===== config.mk =====
export PLATFORM = sky130hd
export DESIGN_NAME = pixel_area_weighted_grid_splat_unit
export DESIGN_NICKNAME = d
export VERILOG_FILES = /design/src/design/pawgs_pkg.sv /design/src/design/pawgs_mul.sv /design/src/design/pixel_area_weighted_grid_splat_unit.sv
export VERILOG_INCLUDE_DIRS = /design/src /design/src/design
export SDC_FILE = /design/constraint.sdc
export NUM_CORES = 2
export LEC_CHECK = 0
export ABC_AREA = 1
export BUFFER_PORTS_ARGS = -buffer_cell sky130_fd_sc_hd__buf_2
export CAP_MARGIN = 20
export CORE_UTILIZATION = 40
export CTS_CLUSTER_SIZE = 10
export DETAILED_ROUTE_END_ITERATION = 8
export SLEW_MARGIN = 40
export SYNTH_ARGS = -nofsm -noshare
export SYNTH_HDL_FRONTEND = slang
export SYNTH_HIERARCHICAL = 1
export SYNTH_SLANG_ARGS = --single-unit
export TNS_END_PERCENT = 1

===== constraint.sdc =====
create_clock -name clk -period 7.36 [get_ports clk]
set_input_delay 1.472 -clock clk [delete_from_list [all_inputs] [get_ports clk]]
set_output_delay 1.472 -clock clk [all_outputs]
set_load 0.1 [all_outputs]

===== src/design/pixel_area_weighted_grid_splat_unit_macros.svh =====
// Assertion macros for the grid splat unit
`ifndef PIXEL_AREA_WEIGHTED_GRID_SPLAT_UNIT_MACROS_SVH
`define PIXEL_AREA_WEIGHTED_GRID_SPLAT_UNIT_MACROS_SVH
`ifndef SYNTHESIS
// same-cycle implication, sampled on clk, off while arst_n is low
`define PAWGS_ASSERT_SAME(label, ante, cons) \
	label: assert property (@(posedge clk) disable iff (!arst_n) (ante) |-> (cons)) \
		else $error("pawgs: check failed");
// next-cycle implication
`define PAWGS_ASSERT_NEXT(label, ante, cons) \
	label: assert property (@(posedge clk) disable iff (!arst_n) (ante) |=> (cons)) \
		else $error("pawgs: check failed");
`else
`define PAWGS_ASSERT_SAME(label, ante, cons)
`define PAWGS_ASSERT_NEXT(label, ante, cons)
`endif
`endif


===== src/design/pawgs_pkg.sv =====
// Types, constants and helper functions shared by the grid splat unit
package pawgs_pkg;

	localparam int COORD_W    = 24;
	localparam int FRAC_BITS  = 12;
	localparam int STEP_W     = 14;
	localparam int STRIDE_W   = 12;
	localparam int VALUE_W    = 24;
	localparam int ADDEND_W   = 36;
	localparam int RS_W       = 16;
	localparam int EXT_W      = 17;
	localparam int SPAN_W     = 25;
	localparam int CELL_W     = SPAN_W - FRAC_BITS;
	localparam int WEIGHT_W   = FRAC_BITS + 1;
	localparam int MAX_CELLS  = 8;
	localparam int CNT_W      = 3;
	localparam int N_W        = 4;
	localparam int MUL_A_W    = 25;
	localparam int MUL_B_W    = 14;
	localparam int MUL_P_W    = MUL_A_W + MUL_B_W;
	localparam int CFG_IDX_W  = 3;
	localparam int CFG_DATA_W = 24;
	localparam int IN_TDATA_W = ((VALUE_W + 7) / 8) * 8;

	localparam logic [WEIGHT_W-1:0] WEIGHT_ONE = WEIGHT_W'(1 << FRAC_BITS);

	typedef logic [CFG_IDX_W-1:0] cfg_idx_t;
	localparam cfg_idx_t REG_ORIGIN_X   = 3'd0;
	localparam cfg_idx_t REG_ORIGIN_Y   = 3'd1;
	localparam cfg_idx_t REG_COL_STEP_X = 3'd2;
	localparam cfg_idx_t REG_COL_STEP_Y = 3'd3;
	localparam cfg_idx_t REG_ROW_STEP_X = 3'd4;
	localparam cfg_idx_t REG_ROW_STEP_Y = 3'd5;
	localparam cfg_idx_t REG_STRIDE     = 3'd6;

	typedef enum logic [2:0] {
		ST_IDLE,
		ST_SETUP_A,
		ST_SETUP_B,
		ST_AREA,
		ST_VALUE,
		ST_INDEX,
		ST_PUSH
	} state_t;

	typedef logic signed [MUL_A_W-1:0] mul_a_t;
	typedef logic signed [MUL_B_W-1:0] mul_b_t;
	typedef logic signed [MUL_P_W-1:0] mul_p_t;

	// long rows step 2.5x: floor(5*rs/2)
	function automatic logic signed [RS_W-1:0] row_step_eff(
		input logic signed [STEP_W-1:0] rs,
		input logic                     is_long
	);
		logic signed [RS_W:0] five;
		five = (RS_W+1)'(rs) + ((RS_W+1)'(rs) <<< 2);
		if (is_long) begin
			return five[RS_W:1];
		end else begin
			return RS_W'(rs);
		end
	endfunction

	// per-axis overlap of cell i out of n covered cells, Q.12
	function automatic logic [WEIGHT_W-1:0] axis_weight(
		input logic [SPAN_W-1:0] lo,
		input logic [SPAN_W-1:0] hi,
		input logic [CNT_W-1:0]  i,
		input logic [N_W-1:0]    n
	);
		logic [SPAN_W-1:0] d;
		d = hi - lo;
		if (n == N_W'(1)) begin
			return d[WEIGHT_W-1:0];
		end else if (i == '0) begin
			return WEIGHT_ONE - {1'b0, lo[FRAC_BITS-1:0]};
		end else if ({1'b0, i} == n - N_W'(1)) begin
			return {1'b0, hi[FRAC_BITS-1:0]};
		end else begin
			return WEIGHT_ONE;
		end
	endfunction

endpackage


===== src/design/pawgs_mul.sv =====
// Shared registered signed multiplier for area, addend and the row base of the cell index
module pawgs_mul (
	input  logic              clk,
	input  pawgs_pkg::mul_a_t a,
	input  pawgs_pkg::mul_b_t b,
	output pawgs_pkg::mul_p_t p
);
	import pawgs_pkg::*;

	always_ff @(posedge clk) begin
		p <= a * b;
	end

endmodule


===== src/design/pixel_area_weighted_grid_splat_unit.sv =====
// Grid splat unit: one input beat per pixel, one result beat for each of up to eight cells.
// After SETUP_A and SETUP_B, each cell goes through AREA, VALUE, INDEX and PUSH, as the
// one multiplier does area, value and row base; PUSH registers each beat unless stalled.
// Input is taken only in idle; the output register lets the next pixel start meanwhile.
// arst_n low clears the walk to column 0 row 0 at origin 0 and loads register defaults.
`include "pixel_area_weighted_grid_splat_unit_macros.svh"
module pixel_area_weighted_grid_splat_unit #(
	parameter int SECTION_COLUMNS = 185,
	parameter int SECTION_ROWS    = 388,
	parameter int GRID_INDEX_BITS = 22
) (
	input  logic                                    clk,
	input  logic                                    arst_n,
	input  logic                                    wr_en,
	input  logic [pawgs_pkg::CFG_IDX_W-1:0]         wr_index,
	input  logic [pawgs_pkg::CFG_DATA_W-1:0]        wr_data,
	input  logic                                    s_axis_tvalid,
	output logic                                    s_axis_tready,
	input  logic [pawgs_pkg::IN_TDATA_W-1:0]        s_axis_tdata,  // pixel_value
	input  logic                                    s_axis_tuser,  // start_of_section
	output logic                                    m_axis_tvalid,
	input  logic                                    m_axis_tready,
	// cell_index, addend, zero fill
	output logic [((GRID_INDEX_BITS + pawgs_pkg::ADDEND_W + 7) / 8) * 8 - 1:0] m_axis_tdata,
	output logic                                    m_axis_tuser,  // in_grid
	output logic                                    m_axis_tlast
);
	import pawgs_pkg::*;

	localparam int COL_W   = $clog2(SECTION_COLUMNS + 1);
	localparam int ROW_W   = $clog2(SECTION_ROWS + 1);
	localparam int IDX_W   = (GRID_INDEX_BITS > SPAN_W) ? GRID_INDEX_BITS : SPAN_W;
	localparam int TDATA_W = ((GRID_INDEX_BITS + ADDEND_W + 7) / 8) * 8;
	localparam logic [COL_W-1:0] COL_LAST   = COL_W'(SECTION_COLUMNS - 1);
	localparam logic [ROW_W-1:0] ROW_LAST   = ROW_W'(SECTION_ROWS - 1);
	localparam logic [ROW_W-1:0] LONG_ROW_A = ROW_W'(SECTION_ROWS / 2 - 1);
	localparam logic [ROW_W-1:0] LONG_ROW_B = ROW_W'(SECTION_ROWS / 2);

	// configuration
	logic signed [COORD_W-1:0] origin_x_q, origin_y_q;
	logic signed [STEP_W-1:0]  col_step_x_q, col_step_y_q, row_step_x_q, row_step_y_q;
	logic [STRIDE_W-1:0]       stride_q;

	// walk state
	logic [COL_W-1:0]          col_q;
	logic [ROW_W-1:0]          row_q;
	logic signed [COORD_W-1:0] col_start_x_q, col_start_y_q, corner_x_q, corner_y_q;

	// per-pixel work registers
	state_t                    state_q, state_d;
	logic signed [VALUE_W-1:0] value_q;
	logic signed [COORD_W-1:0] cx_q, cy_q;
	logic signed [EXT_W-1:0]   ext_x_q, ext_y_q;
	logic signed [SPAN_W-1:0]  lo_x_q, hi_x_q, lo_y_q, hi_y_q;
	logic [CNT_W-1:0]          ix_q, iy_q, cnt_q;
	logic signed [ADDEND_W-1:0] addend_q;

	// output register
	logic                       out_valid_q;
	logic [GRID_INDEX_BITS-1:0] out_index_q;
	logic [ADDEND_W-1:0]        out_addend_q;
	logic                       out_in_grid_q, out_last_q;

	logic                      is_long;
	logic signed [RS_W-1:0]    rs_x, rs_y;
	logic signed [EXT_W-1:0]   ext_x, ext_y;
	logic signed [SPAN_W-1:0]  sum_x, sum_y;
	logic signed [CELL_W-1:0]  g0_x, g1_x, g0_y, g1_y, gx, gy;
	logic [N_W-1:0]            nx_x, ny;
	logic [WEIGHT_W-1:0]       wx, wy, area;
	logic [IDX_W-1:0]          idx;
	logic                      on_grid, last_c, push_fire, in_fire;
	mul_a_t                    mul_a;
	mul_b_t                    mul_b;
	mul_p_t                    prod;

	pawgs_mul u_mul (
		.clk (clk),
		.a   (mul_a),
		.b   (mul_b),
		.p   (prod)
	);

	always_ff @(posedge clk or negedge arst_n) begin
		if (!arst_n) begin
			origin_x_q   <= '0;
			origin_y_q   <= '0;
			col_step_x_q <= STEP_W'(4096);
			col_step_y_q <= '0;
			row_step_x_q <= '0;
			row_step_y_q <= STEP_W'(4096);
			stride_q     <= STRIDE_W'(2048);
		end else if (wr_en) begin
			unique case (wr_index)
				REG_ORIGIN_X:   origin_x_q   <= wr_data[COORD_W-1:0];
				REG_ORIGIN_Y:   origin_y_q   <= wr_data[COORD_W-1:0];
				REG_COL_STEP_X: col_step_x_q <= wr_data[STEP_W-1:0];
				REG_COL_STEP_Y: col_step_y_q <= wr_data[STEP_W-1:0];
				REG_ROW_STEP_X: row_step_x_q <= wr_data[STEP_W-1:0];
				REG_ROW_STEP_Y: row_step_y_q <= wr_data[STEP_W-1:0];
				REG_STRIDE:     stride_q     <= wr_data[STRIDE_W-1:0];
				default: ;
			endcase
		end
	end

	// setup arithmetic
	assign is_long = (row_q == LONG_ROW_A) || (row_q == LONG_ROW_B);
	assign rs_x    = row_step_eff(row_step_x_q, is_long);
	assign rs_y    = row_step_eff(row_step_y_q, is_long);
	assign ext_x   = EXT_W'(col_step_x_q) + EXT_W'(rs_x);
	assign ext_y   = EXT_W'(col_step_y_q) + EXT_W'(rs_y);
	assign sum_x   = SPAN_W'(cx_q) + SPAN_W'(ext_x_q);
	assign sum_y   = SPAN_W'(cy_q) + SPAN_W'(ext_y_q);

	// cell scan arithmetic
	assign g0_x = lo_x_q[SPAN_W-1:FRAC_BITS];
	assign g1_x = hi_x_q[SPAN_W-1:FRAC_BITS];
	assign g0_y = lo_y_q[SPAN_W-1:FRAC_BITS];
	assign g1_y = hi_y_q[SPAN_W-1:FRAC_BITS];
	assign nx_x = N_W'(g1_x - g0_x) + N_W'(1);
	assign ny   = N_W'(g1_y - g0_y) + N_W'(1);
	assign gx   = g0_x + CELL_W'(ix_q);
	assign gy   = g0_y + CELL_W'(iy_q);
	assign wx   = axis_weight(lo_x_q, hi_x_q, ix_q, nx_x);
	assign wy   = axis_weight(lo_y_q, hi_y_q, iy_q, ny);
	assign area = prod[FRAC_BITS+WEIGHT_W-1:FRAC_BITS];

	// in ST_PUSH the product holds gy * stride
	assign idx     = IDX_W'(prod) + IDX_W'(gx);
	assign on_grid = !gx[CELL_W-1] && !gy[CELL_W-1] && (gx[STRIDE_W-1:0] < stride_q) &&
			((idx >> GRID_INDEX_BITS) == '0);
	// pixels covering more than eight cells are cut after the eighth
	assign last_c = (cnt_q == CNT_W'(MAX_CELLS - 1)) ||
			(({1'b0, ix_q} == nx_x - N_W'(1)) && ({1'b0, iy_q} == ny - N_W'(1)));

	assign in_fire = s_axis_tvalid && s_axis_tready;

	always_ff @(posedge clk or negedge arst_n) begin
		if (!arst_n) begin
			state_q <= ST_IDLE;
		end else begin
			state_q <= state_d;
		end
	end

	always_comb begin
		state_d       = state_q;
		s_axis_tready = 1'b0;
		push_fire     = 1'b0;
		mul_a         = '0;
		mul_b         = '0;
		unique case (state_q)
			ST_IDLE: begin
				s_axis_tready = 1'b1;
				if (s_axis_tvalid) begin
					state_d = ST_SETUP_A;
				end
			end
			ST_SETUP_A: state_d = ST_SETUP_B;
			ST_SETUP_B: state_d = ST_AREA;
			ST_AREA: begin
				mul_a   = MUL_A_W'(wx);
				mul_b   = MUL_B_W'(wy);
				state_d = ST_VALUE;
			end
			ST_VALUE: begin
				mul_a   = MUL_A_W'(value_q);
				mul_b   = MUL_B_W'(area);
				state_d = ST_INDEX;
			end
			ST_INDEX: begin
				mul_a   = MUL_A_W'(gy);
				mul_b   = MUL_B_W'(stride_q);
				state_d = ST_PUSH;
			end
			ST_PUSH: begin
				// keep the row base in the product while the output stalls
				mul_a = MUL_A_W'(gy);
				mul_b = MUL_B_W'(stride_q);
				if (!out_valid_q || m_axis_tready) begin
					push_fire = 1'b1;
					state_d   = last_c ? ST_IDLE : ST_AREA;
				end
			end
			default: state_d = ST_IDLE;
		endcase
	end

	// walk and scan control
	always_ff @(posedge clk or negedge arst_n) begin
		if (!arst_n) begin
			col_q         <= '0;
			row_q         <= '0;
			col_start_x_q <= '0;
			col_start_y_q <= '0;
			corner_x_q    <= '0;
			corner_y_q    <= '0;
			ix_q          <= '0;
			iy_q          <= '0;
			cnt_q         <= '0;
			out_valid_q   <= 1'b0;
		end else begin
			if (in_fire && s_axis_tuser) begin
				col_q         <= '0;
				row_q         <= '0;
				col_start_x_q <= origin_x_q;
				col_start_y_q <= origin_y_q;
				corner_x_q    <= origin_x_q;
				corner_y_q    <= origin_y_q;
			end
			if (state_q == ST_SETUP_A) begin
				if (row_q == ROW_LAST) begin
					row_q <= '0;
					if (col_q == COL_LAST) begin
						col_q         <= '0;
						col_start_x_q <= origin_x_q;
						col_start_y_q <= origin_y_q;
						corner_x_q    <= origin_x_q;
						corner_y_q    <= origin_y_q;
					end else begin
						col_q         <= col_q + COL_W'(1);
						col_start_x_q <= col_start_x_q + COORD_W'(col_step_x_q);
						col_start_y_q <= col_start_y_q + COORD_W'(col_step_y_q);
						corner_x_q    <= col_start_x_q + COORD_W'(col_step_x_q);
						corner_y_q    <= col_start_y_q + COORD_W'(col_step_y_q);
					end
				end else begin
					row_q      <= row_q + ROW_W'(1);
					corner_x_q <= corner_x_q + COORD_W'(rs_x);
					corner_y_q <= corner_y_q + COORD_W'(rs_y);
				end
			end
			if (state_q == ST_SETUP_B) begin
				ix_q  <= '0;
				iy_q  <= '0;
				cnt_q <= '0;
			end
			if (push_fire) begin
				cnt_q <= cnt_q + CNT_W'(1);
				if ({1'b0, ix_q} == nx_x - N_W'(1)) begin
					ix_q <= '0;
					iy_q <= iy_q + CNT_W'(1);
				end else begin
					ix_q <= ix_q + CNT_W'(1);
				end
			end
			if (push_fire) begin
				out_valid_q <= 1'b1;
			end else if (m_axis_tready) begin
				out_valid_q <= 1'b0;
			end
		end
	end

	// payload
	always_ff @(posedge clk) begin
		if (in_fire) begin
			value_q <= s_axis_tdata[VALUE_W-1:0];
		end
		if (state_q == ST_SETUP_A) begin
			cx_q    <= corner_x_q;
			cy_q    <= corner_y_q;
			ext_x_q <= ext_x;
			ext_y_q <= ext_y;
		end
		if (state_q == ST_SETUP_B) begin
			if (sum_x < SPAN_W'(cx_q)) begin
				lo_x_q <= sum_x;
				hi_x_q <= SPAN_W'(cx_q);
			end else begin
				lo_x_q <= SPAN_W'(cx_q);
				hi_x_q <= sum_x;
			end
			if (sum_y < SPAN_W'(cy_q)) begin
				lo_y_q <= sum_y;
				hi_y_q <= SPAN_W'(cy_q);
			end else begin
				lo_y_q <= SPAN_W'(cy_q);
				hi_y_q <= sum_y;
			end
		end
		if (state_q == ST_INDEX) begin
			addend_q <= prod[ADDEND_W-1:0];
		end
		if (push_fire) begin
			out_index_q   <= on_grid ? idx[GRID_INDEX_BITS-1:0] : '0;
			out_addend_q  <= addend_q;
			out_in_grid_q <= on_grid;
			out_last_q    <= last_c;
		end
	end

	assign m_axis_tvalid = out_valid_q;
	assign m_axis_tdata  = TDATA_W'({out_addend_q, out_index_q});
	assign m_axis_tuser  = out_in_grid_q;
	assign m_axis_tlast  = out_last_q;

	`PAWGS_ASSERT_NEXT(a_accept_setup, in_fire, state_q == ST_SETUP_A)
	`PAWGS_ASSERT_SAME(a_span_cells, state_q == ST_AREA, nx_x != '0 && nx_x <= N_W'(MAX_CELLS) && ny != '0 && ny <= N_W'(MAX_CELLS))
	`PAWGS_ASSERT_NEXT(a_last_idle, push_fire && last_c, state_q == ST_IDLE && m_axis_tvalid && m_axis_tlast)
	`PAWGS_ASSERT_SAME(a_walk_range, 1'b1, row_q <= ROW_LAST && col_q <= COL_LAST)

endmodule

# Word-level counts from Yosys, hierarchy flattened

Cells that the tools add are included.

Register bits: 562
Bits in latches: 0
RAM bits: 0
ROM bits: 0
Input port bits: 57
Output and inout port bits: 68
Logic and storage cells: 168
Memories: 0

$add $sub $neg: 28
Multipliers: 1
Divide/modulo/power cells: 0
Order comparisons: 3
Equality and inequality tests: 23
Shifts and indexed selects: 0
Muxes and demuxes: 51
Bitwise operators: 0
Reduce and logical (&&, ||, !) cells: 29

Operators with widths:

| operator                                                              | number |
|---|---|
| 24-bit 2-to-1 mux                                                     | 14 |
| 13-bit 2-to-1 mux                                                     | 6 |
| 25-bit case mux with 3 select lines                                   | 1 |
| 14-bit by 16-bit adder with 17-bit output                             | 4 |
| 16-bit 2-to-1 mux                                                     | 4 |
| 24-bit by 17-bit adder with 25-bit output                             | 2 |
| 25-bit by 24-bit < comparator with 1-bit output                       | 2 |
| 25-bit 2-to-1 mux                                                     | 2 |
| 24-bit by 14-bit adder with 24-bit output                             | 2 |
| 24-bit by 16-bit adder with 24-bit output                             | 2 |
| 13-bit case mux with 3 select lines                                   | 1 |
| 25-bit by 14-bit multiplier with 36-bit output                        | 1 |
| 8-bit 2-to-1 mux                                                      | 4 |
| 3-bit 2-to-1 mux                                                      | 9 |
| 9-bit 2-to-1 mux                                                      | 3 |
| 13-bit by 3-bit adder with 13-bit output                              | 2 |
| 13-bit by 12-bit subtractor with 13-bit output (first input constant) | 2 |
| 13-bit subtractor                                                     | 2 |
| 25-bit by 13-bit adder with 25-bit output                             | 1 |
| 25-bit zero test                                                      | 1 |
| 3-bit == test (second input constant)                                 | 7 |
| 3-bit case mux with 7 select lines                                    | 1 |
| 9-bit by 8-bit == test with 1-bit output (second input constant)      | 2 |
| 2-bit AND reduction                                                   | 8 |
| other kinds (22)                                                      | 52 |

# Logic depth before layout (Yosys ltp)

Depth in word-level cells: 9
Gate-level depth with buffers: 44
Mapped depth without buffers: 43

# Hierarchy

The synthesis kept the hierarchy.

By module, submodules not included:

| module                              | instances | cells each | area each (sq um) | seq. area each (sq um) |
|---|---|---|---|---|
| pixel_area_weighted_grid_splat_unit | 1         | 5285       | 39090.0           | 14587.7 |
| pawgs_mul                           | 1         | 1880       | 14273.7           | 780.7 |

# Worst setup path before layout

OpenSTA, ideal clock, no wires.

Kind: reg-to-reg
From: reg lo_y_q[13]
To: reg u_mul.p[30]
Setup time: 0.120 ns
Arrival time: 7.898 ns
Required time: 7.240 ns
Slack: -0.658 ns
Stages on the path, launching flop included: 35
Buffers on the path: 2
Clock period less this slack: 8.018 ns
Path through: edfxtp_1 ha_1 inv_1 ha_1 fa_1 xnor2_1 or2_2 nand3b_1 nor3_4 nand2_1 nand2_1 nand3_1 nand2_1 clkbuf_1 clkbuf_1 nand2_1 fa_1 inv_1 fa_1 inv_1 fa_1 inv_1 fa_1 fa_1 inv_1 fa_1 inv_1 ha_1 nand2_1 inv_1 a21oi_1 nand2_1 a21oi_1 nand2_1 xor2_1

Word-level cells in the longest chain between the ends: 9
Elaborated cells between the ends (all ways): 12
Classes of those cells: 4 x add/sub; 1 x mul; 2 x eq/ne; 5 x mux

RTL lines:

| element                                          | line                                       | source |
|---|---|---|
| start, declared                                  | pixel_area_weighted_grid_splat_unit.sv:54  | `logic signed [SPAN_W-1:0] lo_x_q, hi_x_q, lo_y_q, hi_y_q;` |
| start signal, assigned                           | pixel_area_weighted_grid_splat_unit.sv:276 | `lo_y_q <= sum_y;` |
| start signal, assigned                           | pixel_area_weighted_grid_splat_unit.sv:279 | `lo_y_q <= SPAN_W'(cy_q);` |
| 4-bit subtractor *                               | pixel_area_weighted_grid_splat_unit.sv:122 | `assign ny = N_W'(g1_y - g0_y) + N_W'(1);` |
| 4-bit by 2-bit adder with 4-bit output *         | pixel_area_weighted_grid_splat_unit.sv:122 |  |
| 4-bit by 1-bit subtractor with 4-bit output      | pawgs_pkg.sv:77                            | `end else if ({1'b0, i} == n - N_W'(1)) begin` |
| 3-bit by 4-bit == test with 1-bit output         | pawgs_pkg.sv:77                            |  |
| 13-bit 2-to-1 mux                                | pawgs_pkg.sv:77                            |  |
| 13-bit 2-to-1 mux                                | pawgs_pkg.sv:75                            | `end else if (i == '0) begin` |
| 13-bit 2-to-1 mux *                              | pawgs_pkg.sv:73                            | `if (n == N_W'(1)) begin` |
| 13-bit case mux with 3 select lines *            | pixel_area_weighted_grid_splat_unit.sv:153 | `unique case (state_q)` |
| net mul_b[2]                                     | pixel_area_weighted_grid_splat_unit.sv:74  | `mul_b_t mul_b;` |
| 25-bit by 14-bit multiplier with 36-bit output * | pawgs_mul.sv:11                            | `p <= a * b;` |
| end signal, assigned                             | pawgs_mul.sv:11                            |  |
| end, declared                                    | pawgs_mul.sv:6                             | `output pawgs_pkg::mul_p_t p` |

The timed path passes the listed nets; every way through them passes the cells marked *.
A chain may end at the register's enable or synchronous reset.

# Final worst setup path

From: reg lo_y_q[13]
To: reg u_mul.p[33]

Same word-level chain as after synthesis.

==> run metrics <==
Buf/Inv on CP 11; RSZ-0062 raised after global routing yes; hold-fix buffers at CTS 0; Crit path depth 39; Tightest Pin Transition 0.861 ns; CP most frequent cell fa_1; final worst slack -0.134 ns; Remaining Overflow, GRT 0; standard-cell rows approximately 130; CTS tree done; final net count ~8000; vias per cell 5.07; Synth Warn # 6; vias in the first global route 44900; pre-CTS WS -0.480 ns; DR iter-0 viols ~3300; Setup-failing EPs final 22; dpl hpwl 130 mm; Final min period 7.49 ns; Critical Path RT slightly below 8 ns; critical path's largest stage delay around 0.53 ns; total routed wirelength around 160 mm; status complete, but fails checks; CP delay by family, top adder cells; Clock Latency Late Sink 0.70 ns; post-route ant nets 0; PortBufs 118; max_cap viols 0; relative slew slack 42.6%; CP arrival 8.05 ns; RePlAce Congestion around 0.95; CP max FO 5; Post-Syn Instances about 7000; Max Slew Vio Count 0; failing checks negative setup slack; Final period util 102%; clock root cell clkbuf_16; Longest Clk Path Bufs 3; global-route wire length before repair between 200 and 300 mm; die width approximately 360 µm; Clock Sinks 562; Worst Setup Start Kind register; Synth Cell Area 0.0525 mm²; core region area 0.130 mm²; Worst Hold Slack about 0.40 ns; Avg Cell Area, Syn 7.47 µm²; clock-pin slew on the worst setup and hold paths approximately 0.050 ns; min-delay worst type reg -> reg; clock buffer count from CTS 76; htree depth 3; critical setup path kind reg -> reg; critical path endpoint category register; Worst Skew about 0.038 ns; r2r worst-path depth 39; Initial Util 40.4%; gr usage total between 20% and 30%; Ports ~130; die area 0.133 mm²; slowest cell on the critical path fa_1; Fill cells 13000; initial antenna violation count 10; flop-to-flop setup slack -0.13 ns; DRC viols 0; Routed wire per std cell 18.0 µm; Hold Path Depth 0; drt pass-1 iters 6; via count approximately 46000; share of cells above drive strength 1 11.1%; Max Clock Freq 133 MHz; area delta synth->final 15.2%; Die Span Y 364 µm; largest net degree at the start of global routing 94; endpoints failing hold 0
[per-layer routing]
| layer | part of all wire, % | global-route usage (%) |
|---|---|---|
| met5 | 0.021 | 0 |
| met4 | 3.3 | 7.53 |
| met3 | 5.9 | 3.66 |
| met2 | 47 | 41.0 |
| met1 | 44 | 32.0 |
[per-stage QoR]
stage / setup TNS (ns) / area [µm²] / util, % / cells
global route: -10.29 / 60400 / 46.6 / 9113
CTS: -3.17 / 59100 / 45.6 / 9071
floorplan: -0.819 / 52500 / - / 7029
detailed placement: -7.60 / 56500 / 43.5 / 8931
finish: -1.62 / 60500 / 46.6 / 9116
global placement: -4.98 / 56400 / 43.5 / 8930
[flip-flops by register name (all words and copies together) (netlist names), 25 cells and up]
name and count:
lo_y_q 25, addend_q 36, out_addend_q 36, u_mul/p 36
lo_x_q 25
[area by class of cell]
class	instances	area [µm²]	share of cell area (%)
Clock inverter	23	251	0.416
Clock buffer	117	2170	3.59
Multi-Input combinational cell	5018	32700	54.0
Sequential cell	562	15300	25.3
Inverter	1274	4790	7.92
Tap cell	1742	2180	3.61
Timing Repair Buffer	375	3070	5.08
Antenna cell	5	12.5	0.0207
[timing repair]
action                     4_1_cts  5_1_grt
resized for setup               44      205
setup endpoints to repair       26       28
buffers inserted                 0       27
cloned                           0       12
pin swaps                       10      177
hold endpoints to repair         0        0
[path summary, 6_finish.rpt]
path | start | endpoint
setup / recovery | lo_y_q[13] | u_mul/p[33]
hold / removal | u_mul/p[26] | addend_q[26]
setup reg to reg | lo_y_q[13] | u_mul/p[33]
hold reg to reg | u_mul/p[26] | addend_q[26]
max in group asynchronous | arst_n | col_step_y_q[13]
min in group asynchronous | arst_n | corner_y_q[19]
[worst register-to-register path: cells and delay by family (launching register included)]
kind | cells | cell delay [ns]
AND/OR/NAND/NOR | 15 | 1.36
buffers and inverters | 11 | 0.94
AO/OA/AOI/OAI | 2 | 0.32
flip-flops | 1 | 0.40
XOR/XNOR | 1 | 0.16
adder cells (fa/ha/maj) | 10 | 4.20
[layout by cell type, fill, tap and decap left out, drive strengths merged, types with 36 or more instances in the layout]
| cell | count |
|---|---|
| nand2 | 2059 |
| inv | 1275 |
| o21ai | 488 |
| nor2 | 446 |
| ha | 426 |
| nand3 | 398 |
| buf | 365 |
| a21oi | 332 |
| fa | 332 |
| edfxtp | 284 |
| dfrtp | 239 |
| clkbuf | 127 |
| xor2 | 114 |
| nand4 | 73 |
| xnor2 | 59 |
| nor3 | 55 |
| or2 | 48 |
| dfxtp | 36 |
| o21bai | 36 |
Power is not shown: default switching activity piles up to over one toggle a cycle in this logic, so the estimate is an artifact.
